==> src/design/iebb_pkg.sv <==
// Shared types, constants and coefficient ROM builder for the equalizer band bank.
package iebb_pkg;

  localparam int FILTER_ORDER_DEF   = 8;
  localparam int NUM_BANDS_DEF      = 9;
  localparam int COEF_FRAC_BITS_DEF = 48;

  localparam int MAX_BANDS   = 9;
  localparam int DESIGN_TAPS = 9;
  localparam int SAMPLE_W    = 24;
  localparam int IDX_W       = 4;
  localparam int OPND_W      = 64;
  localparam int ACC_W       = 128;
  localparam int QUEUE_DEPTH = 2;

  localparam logic [IDX_W-1:0] RAW_INDEX = 4'd9;

  typedef struct packed {
    logic signed [SAMPLE_W-1:0] sample;
    logic [MAX_BANDS-1:0]       mask;
  } queue_entry_t;

  typedef struct packed {
    logic                     v;
    logic                     clr;
    logic                     sub;
    logic signed [OPND_W-1:0] coef;
    logic signed [OPND_W-1:0] opnd;
  } mac_op_t;

  // b[0..8] then a[0..8] per band
  localparam int DESIGN_M [MAX_BANDS][2*DESIGN_TAPS] = '{
    '{5433485, 0, -2173394, 0, 3260091, 0, -2173394, 0, 5433485,
      1, -7974683, 27823104, -55470284, 69118758, -55120371, 27473188, -7824717, 975005},
    '{5732219, 0, -2292888, 0, 3439331, 0, -2292888, 0, 5732219,
      1, -7973150, 27813599, -55445413, 69083338, -55090945, 27459106, -7821207, 974672},
    '{1001672, 0, -4006688, 0, 6010032, 0, -4006688, 0, 1001672,
      1, -7899502, 27307816, -53956734, 66649036, -52702550, 26053079, -7361362, 910217},
    '{8623441, 0, -3449377, 0, 5174065, 0, -3449377, 0, 8623441,
      1, -7804813, 26683846, -52196377, 63893368, -50118108, 24601279, -6909204, 850009},
    '{5123206, 0, -2049282, 0, 3073924, 0, -2049282, 0, 5123206,
      1, -7627606, 25568630, -49195004, 59420390, -46136845, 22488660, -6291852, 773628},
    '{1297441, 0, -5189762, 0, 7784644, 0, -5189762, 0, 1297441,
      1, -6929411, 21441837, -38661455, 44407950, -33269803, 15879107, -4416762, 548734},
    '{2057067, 0, -8228267, 0, 12342401, 0, -8228267, 0, 2057067,
      1, -4980276, 12102712, -18292451, 18713369, -13218292, 6315977, -1876329, 273038},
    '{1693903, 0, -6775614, 0, 10163421, 0, -6775614, 0, 1693903,
      1, -411036, 1701700, -558813, 1407597, -312091, 537295, -61876, 82318},
    '{2606726, 0, -10426906, 0, 15640359, 0, -10426906, 0, 2606726,
      1, 5306533, 12256812, 16324236, 13915414, 7826736, 2815098, 585605, 55786}
  };

  localparam int DESIGN_E [MAX_BANDS][2*DESIGN_TAPS] = '{
    '{16, 0, 15, 0, 15, 0, 15, 0, 16, 0, 6, 6, 6, 6, 6, 6, 6, 6},
    '{16, 0, 15, 0, 15, 0, 15, 0, 16, 0, 6, 6, 6, 6, 6, 6, 6, 6},
    '{13, 0, 13, 0, 13, 0, 13, 0, 13, 0, 6, 6, 6, 6, 6, 6, 6, 6},
    '{13, 0, 12, 0, 12, 0, 12, 0, 13, 0, 6, 6, 6, 6, 6, 6, 6, 6},
    '{12, 0, 11, 0, 11, 0, 11, 0, 12, 0, 6, 6, 6, 6, 6, 6, 6, 6},
    '{10, 0, 10, 0, 10, 0, 10, 0, 10, 0, 6, 6, 6, 6, 6, 6, 6, 6},
    '{9, 0, 9, 0, 9, 0, 9, 0, 9, 0, 6, 6, 6, 6, 6, 6, 6, 6},
    '{8, 0, 8, 0, 8, 0, 8, 0, 8, 0, 6, 6, 6, 6, 6, 6, 6, 6},
    '{8, 0, 8, 0, 8, 0, 8, 0, 8, 0, 6, 6, 6, 6, 6, 6, 6, 6}
  };

  function automatic logic signed [OPND_W-1:0] rom_coef(int band, int tap, bit fb, int frac);
    logic [127:0] n;
    logic [63:0]  d;
    logic [63:0]  q;
    logic [63:0]  r;
    logic [63:0]  mag;
    int           m;
    int           e;
    int           idx;
    if (tap >= DESIGN_TAPS) begin
      return '0;
    end
    idx = fb ? DESIGN_TAPS + tap : tap;
    m   = DESIGN_M[band][idx];
    e   = DESIGN_E[band][idx];
    d   = 64'd1;
    for (int k = 0; k < e; k++) begin
      d = d * 64'd10;
    end
    mag = (m < 0) ? 64'(-m) : 64'(m);
    n   = (128'(mag) << frac) + 128'(d >> 1);
    q   = '0;
    r   = '0;
    for (int bit_i = 127; bit_i >= 0; bit_i--) begin
      r = {r[62:0], n[bit_i]};
      q = {q[62:0], 1'b0};
      if (r >= d) begin
        r = r - d;
        q[0] = 1'b1;
      end
    end
    return (m < 0) ? -$signed(q) : $signed(q);
  endfunction

endpackage

==> src/design/iebb_front.sv <==
// Front end: band enable register, input word capture and queue push.
module iebb_front #(
  parameter int NUM_BANDS = iebb_pkg::NUM_BANDS_DEF
) (
  input  logic                                  clk,
  input  logic                                  rst_n,
  input  logic                                  in_valid,
  output logic                                  in_ready,
  input  logic signed [iebb_pkg::SAMPLE_W-1:0]  in_sample_in,
  input  logic                                  cfg_we,
  input  logic [iebb_pkg::MAX_BANDS-1:0]        cfg_band_enable,
  output logic                                  q_push,
  output iebb_pkg::queue_entry_t                q_entry,
  input  logic                                  q_full
);

  logic [iebb_pkg::MAX_BANDS-1:0] band_enable_r;
  logic                           hold_v_r;
  iebb_pkg::queue_entry_t         hold_r;
  logic [iebb_pkg::MAX_BANDS-1:0] live_mask;

  assign live_mask = band_enable_r &
                     iebb_pkg::MAX_BANDS'((1 << NUM_BANDS) - 1);
  assign in_ready  = !hold_v_r;
  assign q_push    = hold_v_r && !q_full;
  assign q_entry   = hold_r;

  always_ff @(posedge clk) begin
    if (!rst_n) begin
      band_enable_r <= '0;
      hold_v_r      <= 1'b0;
    end else begin
      if (cfg_we) begin
        band_enable_r <= cfg_band_enable;
      end
      if (in_valid && in_ready) begin
        hold_v_r      <= 1'b1;
        hold_r.sample <= in_sample_in;
        hold_r.mask   <= live_mask;
      end else if (q_push) begin
        hold_v_r <= 1'b0;
      end
    end
  end

endmodule

==> config.mk <==
export PLATFORM = sky130hd
export DESIGN_NAME = iebb_front
export DESIGN_NICKNAME = d
export VERILOG_FILES = /design/src/design/iebb_pkg.sv /design/src/design/iebb_front.sv
export SDC_FILE = /design/constraint.sdc
export NUM_CORES = 1
export LEC_CHECK = 0
export ABC_AREA = 1
export ABC_CLOCK_PERIOD_IN_PS = 1700
export BUFFER_PORTS_ARGS = -buffer_cell sky130_fd_sc_hd__buf_2
export CAP_MARGIN = 20
export CORE_ASPECT_RATIO = 1.4
export CORE_MARGIN = 2
export CORE_UTILIZATION = 30
export DETAILED_ROUTE_END_ITERATION = 10
export GPL_TIMING_DRIVEN = 0
export HOLD_SLACK_MARGIN = 0.05
export PLACE_DENSITY_LB_ADDON = 0.12
export SYNTH_ARGS = -nofsm -noshare
export SYNTH_HDL_FRONTEND = slang
export SYNTH_SLANG_ARGS = --single-unit
==> constraint.sdc <==
create_clock -name clk -period 1.7 [get_ports clk]
set_input_delay 0.17 -clock clk [delete_from_list [all_inputs] [get_ports clk]]
set_output_delay 0.17 -clock clk [all_outputs]
set_load 0.01 [all_outputs]
[Yosys cells after proc, flatten, opt, wreduce, memory -nomap -nowiden]
Index checks and enable logic that the tools add are counted.
W data, S select, Z words.
Storage, ports and cells
  register bits after elaboration: 43
  output and inout port bits: 35
  word-level logic and storage cells: 12
Operators by class
  reduce and logical (&&, ||, !) cells: 6
  muxes and demuxes: 2
Operators by type and width (count)
  $logic_and A1 B1 Y1: 2
  $logic_not A1 Y1: 2
  $mux W1: 2
  $reduce_and A2 Y1: 1
  $reduce_bool A2 Y1: 1

[Longest topological paths before layout]
  depth after elaboration: 4
  mapped depth: 5
  depth with buffers taken out: 4

[Least setup slack after synthesis]
No wires, ideal clock.
  path kind: register to register
  start point: register hold_v_r
  end point: register hold_r, in the netlist q_entry[0], enable pin
  slack: 0.139 ns
  cell stages (with the launch flop): 4
  path buffers: 0
  data arrival time: 1.174 ns
  setup time: 0.388 ns
  period minus slack after synthesis: 1.561 ns
  path through: dfxtp_1 > inv_1 > nand3_1 > inv_1
Between the ends
  longest elaborated chain between the ends: 3
Ends and longest elaborated chain
  from (decl): RTL line iebb_front.sv:18  | logic hold_v_r;
  from (signal assigned): RTL line iebb_front.sv:31  | hold_v_r <= 1'b0;
  from (signal assigned): RTL line iebb_front.sv:37  | hold_v_r <= 1'b1;
  from (signal assigned): RTL line iebb_front.sv:41  | hold_v_r <= 1'b0;
  $logic_not A1 Y1: RTL line iebb_front.sv:24  | assign in_ready = !hold_v_r;
  net in_ready: RTL line iebb_front.sv:8  | output logic in_ready,
  $logic_and A1 B1 Y1: RTL line iebb_front.sv:36  | if (in_valid && in_ready) begin
  $reduce_and A2 Y1 (no source line)
  to (decl): RTL line iebb_front.sv:19  | iebb_pkg::queue_entry_t hold_r;
The timed path passes the listed nets, and every way through them passes these cells.
A chain may end at the register's enable or synchronous reset.

[Final worst setup path]
  start point: register hold_v_r
  end point: register hold_r, in the netlist q_entry[22], enable pin
Between the ends
  longest elaborated chain between the ends: 3
Ends and longest elaborated chain (RTL line)
  $logic_not A1 Y1: iebb_front.sv:24
  $logic_and A1 B1 Y1: iebb_front.sv:36
  $reduce_and A2 Y1 (no source line)
No other way between the ends.

==> metrics <==
Fin Hold WS=0.0642 ns; Fill cells=465; Place WS=0.357 ns; H-tree depth=2; sequential cell area=1190 um2; DRC violations left=0; Syn Std Cell Area=1480 um2; Max Cap Violations=0; core area=4800 um2; Unique masters post-synth=12; Worst Path Max Fanout=26; Layout Skew=0.00456 ns; setup repair bufs after CTS=0; Final Cycle Share=0.775; Synth top area share=0.668; Yosys reg bits=43; routability cong.=0.664; post-route ant nets=0; Clock Latency Late Sink=0.28 ns; Least-Margin Pin Slew=0.393 ns; status=finished clean; vias in the first global route=909; CTS tree=yes; Yosys top cell by area=edfxtp_1; clk slew on worst S/H paths=0.08 ns; non-filler cells, final=263; crit end category=flip-flop; drt first pass iters=3; Tmin final=1.32 ns; synth top area cells=edfxtp_1 (67%), dfxtp_1 (14%), nor2_2 (7.2%); CP Data Required Time=1.69 ns; layout cell share with drive strength beyond 1=0.513; Final setup viols=0; Final Max Tran Viols=0; Post-DP HPWL=1.83 mm; setup tns final=0 ns; Die Y=87.2 um; Hold Crit Class=in2reg; DR vias=1011; Rel. slew slack=0.738; GR Overflow Total=0; Synth Instances=97; synthesis warning total=0; PD cells=962 nW/um2; Routed Wire Length=2.59 mm; crit start category=flip-flop; final-report hold violation count=0; synthesized area per cell=15.3 um2; initial drt markers=18; multi-input logic area=205 um2; Max Root-Sink Buffers=2; WS Path Type=reg2reg; Die W=63.4 um; nets=236; crit path DAT=1.31 ns; Initial Utilization=0.309; Root Buffer=clkbuf_8; unrepaired setup endpoints after global routing=no; # IOs=73; first-pass GRT wire length=4.00 mm; GRT Util Overall=0.0956; n_diodes=0; row count=30; fmax=759 MHz; pin count of the biggest net entering global routing=27; Die ar.=5530 um2; register area share after synthesis=0.803; Setup WS post-layout=0.383 ns; Buffers on Ports=71; Leak=1.02 nW; initial antenna violation count=0; placed cell count=233; Via-to-Cell Ratio=3.84; CTS sink count=43; Routed wire per std cell=9.84 um; Post-Syn Nets=135; cts repair resizes=0; Layout area overhead=53.7%; TritonCTS Buffers=5; VDD IR-drop max=0.386 mV
==> cell type report <==
cell class / count / share of cell area
timing repair buffer: 94 / 0.265
clock inverter: 3 / 0.0192
sequential: 43 / 0.523
clock buffer: 5 / 0.0302
inverter: 11 / 0.0181
multi-input combinational: 40 / 0.0901
buffer: 3 / 0.0198
tap: 64 / 0.0351
==> final timing paths <==
path                                       from                    end  slack (ns)  depth (start not counted)
hold / removal                 in_sample_in[12]  q_entry[21]$_DFFE_PP_        0.06                          1
hold reg to reg   band_enable_r[5]$_SDFFE_PN0P_   q_entry[5]$_DFFE_PP_        0.46                          0
setup reg to reg          hold_v_r$_SDFFE_PN0P_  q_entry[22]$_DFFE_PP_        0.38                          4
setup / recovery          hold_v_r$_SDFFE_PN0P_  q_entry[22]$_DFFE_PP_        0.38                          4
==> synthesized netlist by cell type <==
cell type	count
nor2_2	17
dfxtp_1	10
nor2_1	2
buf_12	1
edfxtp_1	33
buf_6	1
nand2_1	17
clkbuf_8	1
nand2_2	1
nand2_4	1
inv_1	11
nand3_1	2
==> critical path: stages, from the launching register on <==
cell and delay, ns:
dfxtp_1 0.31, inv_1 0.07, nand3_1 0.09, inv_1 0.32
buf_16 0.23
==> what timing repair did <==
action / in CTS / in global routing
hold buffers: 14 / 8
endpoints found under the hold margin: 14 / 8
endpoints found under the setup margin: 0 / 0
==> power breakdown <==
group,internal (mW),leakage [nW],switching (mW)
clock,0.437,0.0581,0.324
combinational,0.122,0.566,0.103
sequential,1.19,0.392,0.0167
total,1.75,1.02,0.444
==> per-stage QoR <==
stage          instance area (um2)  power, mW   util
2_1_floorplan                 1480       1.32      -
3_3_place_gp                  1920       1.41  0.399
3_5_place_dp                  1950       1.42  0.405
4_1_cts                       2200       2.22  0.458
5_1_grt                       2280       2.29  0.474
6_report                      2280       2.19  0.474
==> routing by layer <==
metal / global-route usage / routed length (um)
met1: 0.101 / 1040
met2: 0.163 / 1240
met3: 0.0375 / 253
met4: 0.0534 / 59
met5: 0 / 0
==> cell usage in the layout (no fill, tap or decap), types with 2 or more instances in the layout <==
| cell type | n |
|---|---|
| nand3_1 | 2 |
| nor2_1 | 2 |
| dfxtp_1 | 10 |
| inv_1 | 11 |
| clkbuf_8 | 6 |
| dlygate4sd3_1 | 22 |
| nor2_2 | 17 |
| buf_2 | 71 |
| nand2_1 | 17 |
| edfxtp_1 | 33 |
==> cells by family (layout without fill, tap and decap cells) <==
kind of cell           Yosys count  in the layout  synth area share
and+or+nand+nor                 40             40             0.138
DFF                             43             43             0.803
buffers and inverters           14            116            0.0582
==> sequential cells by signal (all words and copies together), names as in the netlist <==
signal / cells
q_entry: 33
hold_v_r: 1
band_enable_r: 9
(Power assumes the default switching activity.)
