<file path="config.mk">
export PLATFORM = sky130hd
export DESIGN_NAME = iebb_queue
export DESIGN_NICKNAME = d
export VERILOG_FILES = /design/src/design/iebb_pkg.sv /design/src/design/iebb_queue.sv
export SDC_FILE = /design/constraint.sdc
export NUM_CORES = 1
export LEC_CHECK = 0
export BUFFER_PORTS_ARGS = -buffer_cell sky130_fd_sc_hd__buf_2
export CAP_MARGIN = 20
export CORE_UTILIZATION = 45
export CTS_CLUSTER_DIAMETER = 200
export DETAILED_ROUTE_END_ITERATION = 10
export PLACE_DENSITY = 0.7
export SETUP_SLACK_MARGIN = 0.5
export SLEW_MARGIN = 20
export SYNTH_ARGS = -nofsm -noshare
export SYNTH_HDL_FRONTEND = slang
export SYNTH_SLANG_ARGS = --single-unit
</file>
<file path="constraint.sdc">
create_clock -name clk -period 5.1 [get_ports clk]
set_input_delay 0.51 -clock clk [delete_from_list [all_inputs] [get_ports clk]]
set_output_delay 0.51 -clock clk [all_outputs]
set_load 0.03 [all_outputs]
</file>
<file path="src/design/iebb_pkg.sv">
// Shared types, constants and coefficient ROM builder for the equalizer band bank.
package iebb_pkg;

  localparam int FILTER_ORDER_DEF   = 8;
  localparam int NUM_BANDS_DEF      = 9;
  localparam int COEF_FRAC_BITS_DEF = 48;

  localparam int MAX_BANDS   = 9;
  localparam int DESIGN_TAPS = 9;
  localparam int SAMPLE_W    = 24;
  localparam int IDX_W       = 4;
  localparam int OPND_W      = 64;
  localparam int ACC_W       = 128;
  localparam int QUEUE_DEPTH = 2;

  localparam logic [IDX_W-1:0] RAW_INDEX = 4'd9;

  typedef struct packed {
    logic signed [SAMPLE_W-1:0] sample;
    logic [MAX_BANDS-1:0]       mask;
  } queue_entry_t;

  typedef struct packed {
    logic                     v;
    logic                     clr;
    logic                     sub;
    logic signed [OPND_W-1:0] coef;
    logic signed [OPND_W-1:0] opnd;
  } mac_op_t;

  // b[0..8] then a[0..8] per band
  localparam int DESIGN_M [MAX_BANDS][2*DESIGN_TAPS] = '{
    '{5433485, 0, -2173394, 0, 3260091, 0, -2173394, 0, 5433485,
      1, -7974683, 27823104, -55470284, 69118758, -55120371, 27473188, -7824717, 975005},
    '{5732219, 0, -2292888, 0, 3439331, 0, -2292888, 0, 5732219,
      1, -7973150, 27813599, -55445413, 69083338, -55090945, 27459106, -7821207, 974672},
    '{1001672, 0, -4006688, 0, 6010032, 0, -4006688, 0, 1001672,
      1, -7899502, 27307816, -53956734, 66649036, -52702550, 26053079, -7361362, 910217},
    '{8623441, 0, -3449377, 0, 5174065, 0, -3449377, 0, 8623441,
      1, -7804813, 26683846, -52196377, 63893368, -50118108, 24601279, -6909204, 850009},
    '{5123206, 0, -2049282, 0, 3073924, 0, -2049282, 0, 5123206,
      1, -7627606, 25568630, -49195004, 59420390, -46136845, 22488660, -6291852, 773628},
    '{1297441, 0, -5189762, 0, 7784644, 0, -5189762, 0, 1297441,
      1, -6929411, 21441837, -38661455, 44407950, -33269803, 15879107, -4416762, 548734},
    '{2057067, 0, -8228267, 0, 12342401, 0, -8228267, 0, 2057067,
      1, -4980276, 12102712, -18292451, 18713369, -13218292, 6315977, -1876329, 273038},
    '{1693903, 0, -6775614, 0, 10163421, 0, -6775614, 0, 1693903,
      1, -411036, 1701700, -558813, 1407597, -312091, 537295, -61876, 82318},
    '{2606726, 0, -10426906, 0, 15640359, 0, -10426906, 0, 2606726,
      1, 5306533, 12256812, 16324236, 13915414, 7826736, 2815098, 585605, 55786}
  };

  localparam int DESIGN_E [MAX_BANDS][2*DESIGN_TAPS] = '{
    '{16, 0, 15, 0, 15, 0, 15, 0, 16, 0, 6, 6, 6, 6, 6, 6, 6, 6},
    '{16, 0, 15, 0, 15, 0, 15, 0, 16, 0, 6, 6, 6, 6, 6, 6, 6, 6},
    '{13, 0, 13, 0, 13, 0, 13, 0, 13, 0, 6, 6, 6, 6, 6, 6, 6, 6},
    '{13, 0, 12, 0, 12, 0, 12, 0, 13, 0, 6, 6, 6, 6, 6, 6, 6, 6},
    '{12, 0, 11, 0, 11, 0, 11, 0, 12, 0, 6, 6, 6, 6, 6, 6, 6, 6},
    '{10, 0, 10, 0, 10, 0, 10, 0, 10, 0, 6, 6, 6, 6, 6, 6, 6, 6},
    '{9, 0, 9, 0, 9, 0, 9, 0, 9, 0, 6, 6, 6, 6, 6, 6, 6, 6},
    '{8, 0, 8, 0, 8, 0, 8, 0, 8, 0, 6, 6, 6, 6, 6, 6, 6, 6},
    '{8, 0, 8, 0, 8, 0, 8, 0, 8, 0, 6, 6, 6, 6, 6, 6, 6, 6}
  };

  function automatic logic signed [OPND_W-1:0] rom_coef(int band, int tap, bit fb, int frac);
    logic [127:0] n;
    logic [63:0]  d;
    logic [63:0]  q;
    logic [63:0]  r;
    logic [63:0]  mag;
    int           m;
    int           e;
    int           idx;
    if (tap >= DESIGN_TAPS) begin
      return '0;
    end
    idx = fb ? DESIGN_TAPS + tap : tap;
    m   = DESIGN_M[band][idx];
    e   = DESIGN_E[band][idx];
    d   = 64'd1;
    for (int k = 0; k < e; k++) begin
      d = d * 64'd10;
    end
    mag = (m < 0) ? 64'(-m) : 64'(m);
    n   = (128'(mag) << frac) + 128'(d >> 1);
    q   = '0;
    r   = '0;
    for (int bit_i = 127; bit_i >= 0; bit_i--) begin
      r = {r[62:0], n[bit_i]};
      q = {q[62:0], 1'b0};
      if (r >= d) begin
        r = r - d;
        q[0] = 1'b1;
      end
    end
    return (m < 0) ? -$signed(q) : $signed(q);
  endfunction

endpackage

</file>
<file path="src/design/iebb_queue.sv">
// Short queue of accepted words between front and back.
module iebb_queue (
  input  logic                   clk,
  input  logic                   rst_n,
  input  logic                   push,
  input  iebb_pkg::queue_entry_t wr_entry,
  output logic                   full,
  input  logic                   pop,
  output iebb_pkg::queue_entry_t rd_entry,
  output logic                   empty
);

  localparam int DEPTH = iebb_pkg::QUEUE_DEPTH;
  localparam int PW    = (DEPTH > 1) ? $clog2(DEPTH) : 1;
  localparam int CW    = $clog2(DEPTH + 1);

  iebb_pkg::queue_entry_t slot_r [DEPTH];
  logic [PW-1:0]          wp_r;
  logic [PW-1:0]          rp_r;
  logic [CW-1:0]          cnt_r;

  assign full     = (cnt_r == CW'(DEPTH));
  assign empty    = (cnt_r == '0);
  assign rd_entry = slot_r[rp_r];

  always_ff @(posedge clk) begin
    if (push) begin
      slot_r[wp_r] <= wr_entry;
    end
  end

  always_ff @(posedge clk) begin
    if (!rst_n) begin
      wp_r  <= '0;
      rp_r  <= '0;
      cnt_r <= '0;
    end else begin
      if (push) begin
        wp_r <= (wp_r == PW'(DEPTH - 1)) ? '0 : wp_r + 1'b1;
      end
      if (pop) begin
        rp_r <= (rp_r == PW'(DEPTH - 1)) ? '0 : rp_r + 1'b1;
      end
      if (push && !pop) begin
        cnt_r <= cnt_r + 1'b1;
      end else if (pop && !push) begin
        cnt_r <= cnt_r - 1'b1;
      end
    end
  end

endmodule

</file>
== After elaboration in Yosys (flattened, before gate mapping) ==
Memory sizes are Yosys's and may differ from the RTL's. A register that Yosys moved wholly into a read port is not among the register bits.
Index checks and enable logic that the tools add are counted.

* $add $sub $neg: 4
* Equality and inequality tests: 1
* Muxes and demuxes: 8
* Reduce and logical (&&, ||, !) cells: 6

{| class="wikitable"
|+ Operator list
! operator !! number
|-
| two-way mux 1 bit || 6
|-
| two-way mux 2 bit || 2
|-
| adder 1 bit, second input constant || 2
|-
| adder 2 x 1 -> 2 bit, second input constant || 1
|-
| equality test 2 bit, second input constant || 1
|-
| logical AND 1 bit || 2
|-
| logical NOT 1 bit || 2
|-
| logical NOT 2 bit || 1
|-
| nonzero test 2 bit || 1
|-
| subtractor 2 x 1 -> 2 bit, second input constant || 1
|}

* Bits in registers: 4
* RAM bits: 66
* Input bits: 37
* Output and inout port bits: 35
* Word-level logic and storage cells: 23
* Memories kept: 1

{| class="wikitable"
|+ Memory list
! name !! depth !! width !! rd ports !! clocked after memory_dff !! wr ports !! RTL line !! text
|-
| slot_r || 2 || 33 || 1 || 1 || 1 || iebb_queue.sv:17 || <nowiki>iebb_pkg::queue_entry_t slot_r [DEPTH];</nowiki>
|}

== Logic depth before layout (Yosys ltp) ==
* Depth in word-level cells: 4
* Mapped depth: 5

== Least setup slack after synthesis ==
Ideal clock, no wire load.

* Path type: in2reg
* Start: input push
* End: memory slot_r[0][0] (netlist bit), enable pin
* Arrival: 2031 ps
* Data required time: 4672 ps
* Path slack: 2640 ps
* Stages: 1
* Cells stage by stage: nor2b_1

* Word-level cells in the longest chain between the ends: 2

{| class="wikitable"
|+ Ends and longest elaborated chain
! item !! RTL line !! text
|-
| start: declaration || iebb_queue.sv:5 || <nowiki>input logic push,</nowiki>
|-
| two-way mux 1 bit || iebb_queue.sv:27 || <nowiki>if (push) begin</nowiki>
|-
| two-way mux 1 bit (implied by the code) || iebb_queue.sv:28 || <nowiki>slot_r[wp_r] <= wr_entry;</nowiki>
|-
| end: declaration || iebb_queue.sv:17 ||
|}

Every way passes these cells.

==> flow_metrics.env <==
export IMPL_drv_slew=0
export IMPL_netlist_instances=125
export IMPL_end_kind="primary output"
export IMPL_std_cell_rows=27
export IMPL_holdBufCountCts=0
export IMPL_finalHoldViolations=0
export IMPL_clock_root_buffer="clkbuf_8"
export IMPL_grt_max_degree=35
export IMPL_maxCapViolCount=0
export IMPL_vias=1329
export IMPL_drive_gt1_frac=0.579
export IMPL_syn_area_mm2=0.00260
export IMPL_clock_sinks=71
export IMPL_cts_buffer_depth=2
export IMPL_cp_max_fo=17
export IMPL_crit_type="flip-flop to primary output"
export IMPL_post_cts_resized=0
export IMPL_drcViolationCount=0
export IMPL_register_area_mm2=0.00208
export IMPL_hpwl_mm=2.89
export IMPL_critPathArrivalTime_ps=2070
export IMPL_crit_path_start_kind="flip-flop"
export IMPL_max_freq_ghz=0.388
export IMPL_avgSynthCellArea_um2=20.8
export IMPL_routed_wl_mm=4.25
export IMPL_dr_pass1_iters=4
export IMPL_initialDrtViolationCount=21
export IMPL_nets=243
export IMPL_drtAntennaViolNets=0
export IMPL_rsz0062_at_grt="no"
export IMPL_h_tree_depth=3
export IMPL_clk_pin_slew_ps=70
export IMPL_required_ps=4590
export IMPL_clock_skew_ps=3.36
export IMPL_dieArea_mm2=0.00609
export IMPL_ir_drop_v=0.000211
export IMPL_via_per_inst=4.73
export IMPL_relSlewSlack=0.383
export IMPL_routedWlPerCell_um=15.1
export IMPL_clk_latency_ps=320
export IMPL_syn2layout_area_growth_pct=23.7
export IMPL_synth_ff_latch_count=71
export IMPL_final_period_minus_worst_setup_slack_ps=2580
export IMPL_grt_overflow=0
export IMPL_met2_usage=0.255
export IMPL_fin_util=0.581
export IMPL_p_per_area_mw_per_mm2=391
export IMPL_place_gp_congestion=0.712
export IMPL_initial_core_util=0.469
export IMPL_coreArea_mm2=0.00554
export IMPL_fin_tns_setup_ps=0
export IMPL_die_h_um=78.0
export IMPL_period_share=0.506
export IMPL_status="finished clean"
export IMPL_synth_fp_nets=163
export IMPL_grt_pass1_wl_mm=6.73
export IMPL_n_antenna_cell=0
export IMPL_busiest_layer="met2"
export IMPL_fillers=467
export IMPL_port_buffers=71
export IMPL_cts_buffers=9
export IMPL_met1_usage=0.176
export IMPL_ys_warn_count=0
export IMPL_yosysUniqueCellTypes=17
export IMPL_cts_tree="yes"
export IMPL_cts_setup_buffers=0
export IMPL_tightest_slew_ps=923
export IMPL_multi_input_area_um2=494
export IMPL_min_path_type="primary input to flip-flop"
export IMPL_grt_pass1_vias=1414
export IMPL_io_pins=72
export IMPL_met3_usage=0.0453
export IMPL_fp_dieW_um=78.0
export IMPL_p_leak_nw=1.23
export IMPL_setup_violations_final=0
export IMPL_track_usage=0.155
export IMPL_seq_area_frac_synth=0.801
export IMPL_antenna_found_initial=0
layout by cell type, fill, tap and decap left out, drive strengths merged, types with 2 or more instances in the layout:
master  Yosys  routed
xor2        2       2
clkbuf      0       9
dfxtp       5       5
buf         4      73
edfxtp     66      66
and2        4       4
mux2       33      33
nor2b       2       2
clkinv      0       5
worst paths after layout:
check | cells past startpoint | end | start | slack (ps)
worst max-delay path | 3 | rd_entry[25] | flip-flop | 2520
worst min-delay path | 1 | slot_r[1][24] | wr_entry[24] | 370
worst max register to register | 1 | slot_r[0][30] | wp_r | 3640
worst min register to register | 2 | cnt_r[1] | cnt_r[1] | 520
sequential cells by signal, indices dropped and copies added (netlist names), named ones only:
signal	flops
rp_r	1
cnt_r	2
slot_r	66
wp_r	1
Yosys cell counts, drive strengths merged:
master	instances	area, µm²
buf	4	27.5
nor2b	2	12.5
mux2	33	372
edfxtp	66	1980
and2b	1	8.76
xor2	2	17.5
nor2	1	3.75
inv	1	3.75
and2	4	25.0
o21ai	1	5.00
dfxtp	5	100
a21boi	1	7.51
ha	1	12.5
or3	1	6.26
xnor2	1	8.76
o21a	1	7.51
critical path: stages (launching register included):
cell and delay (ps):
dfxtp_1 790, buf_4 390, mux2_2 370, buf_2 180
per-stage QoR:
stage	hold slack, ps	std cells	power, mW	area (µm²)	setup slack [ps]
final	373	281	1.26	3220	2520
after global routing	349	281	1.31	3220	2390
after CTS	349	281	1.27	3220	2470
after detailed placement	519	266	0.875	3040	2840
after global placement	474	266	0.868	3040	2890
after floorplan	466	125	0.819	2600	2640
cells by family after synthesis:
family | share of synthesized area
xor gates and xnor gates | 0.0101
buffers and inverters | 0.0120
muxes | 0.143
DFF | 0.801
AOI/OAI and AO/OA | 0.00770
adders and majority gates | 0.00481
and+or+nand+nor | 0.0217
layer usage:
metal	vias up	share of wire	wire length, µm
met2	43	0.53	2250
met5	-	0	0
met3	6	0.056	239
li1	645	-	-
met1	635	0.40	1710
met4	0	0.012	51
cell type report:
type | count | share of cell area
clock buffers | 9 | 0.0385
clock inverters | 6 | 0.0163
inverters | 1 | 0.00117
multi-input cells | 49 | 0.154
flip-flops and latches | 71 | 0.647
well taps | 72 | 0.0280
repair buffers | 73 | 0.115
power by group:
| part | total [mW] | switching, mW | leakage, nW | internal, mW |
|---|---|---|---|---|
| registers | 0.686 | 0.0143 | 0.661 | 0.672 |
| logic | 0.174 | 0.108 | 0.476 | 0.0659 |
| clock network | 0.397 | 0.180 | 0.0937 | 0.217 |
| total | 1.26 | 0.303 | 1.23 | 0.955 |
No activity file was read; power rests on OpenSTA's default activity.
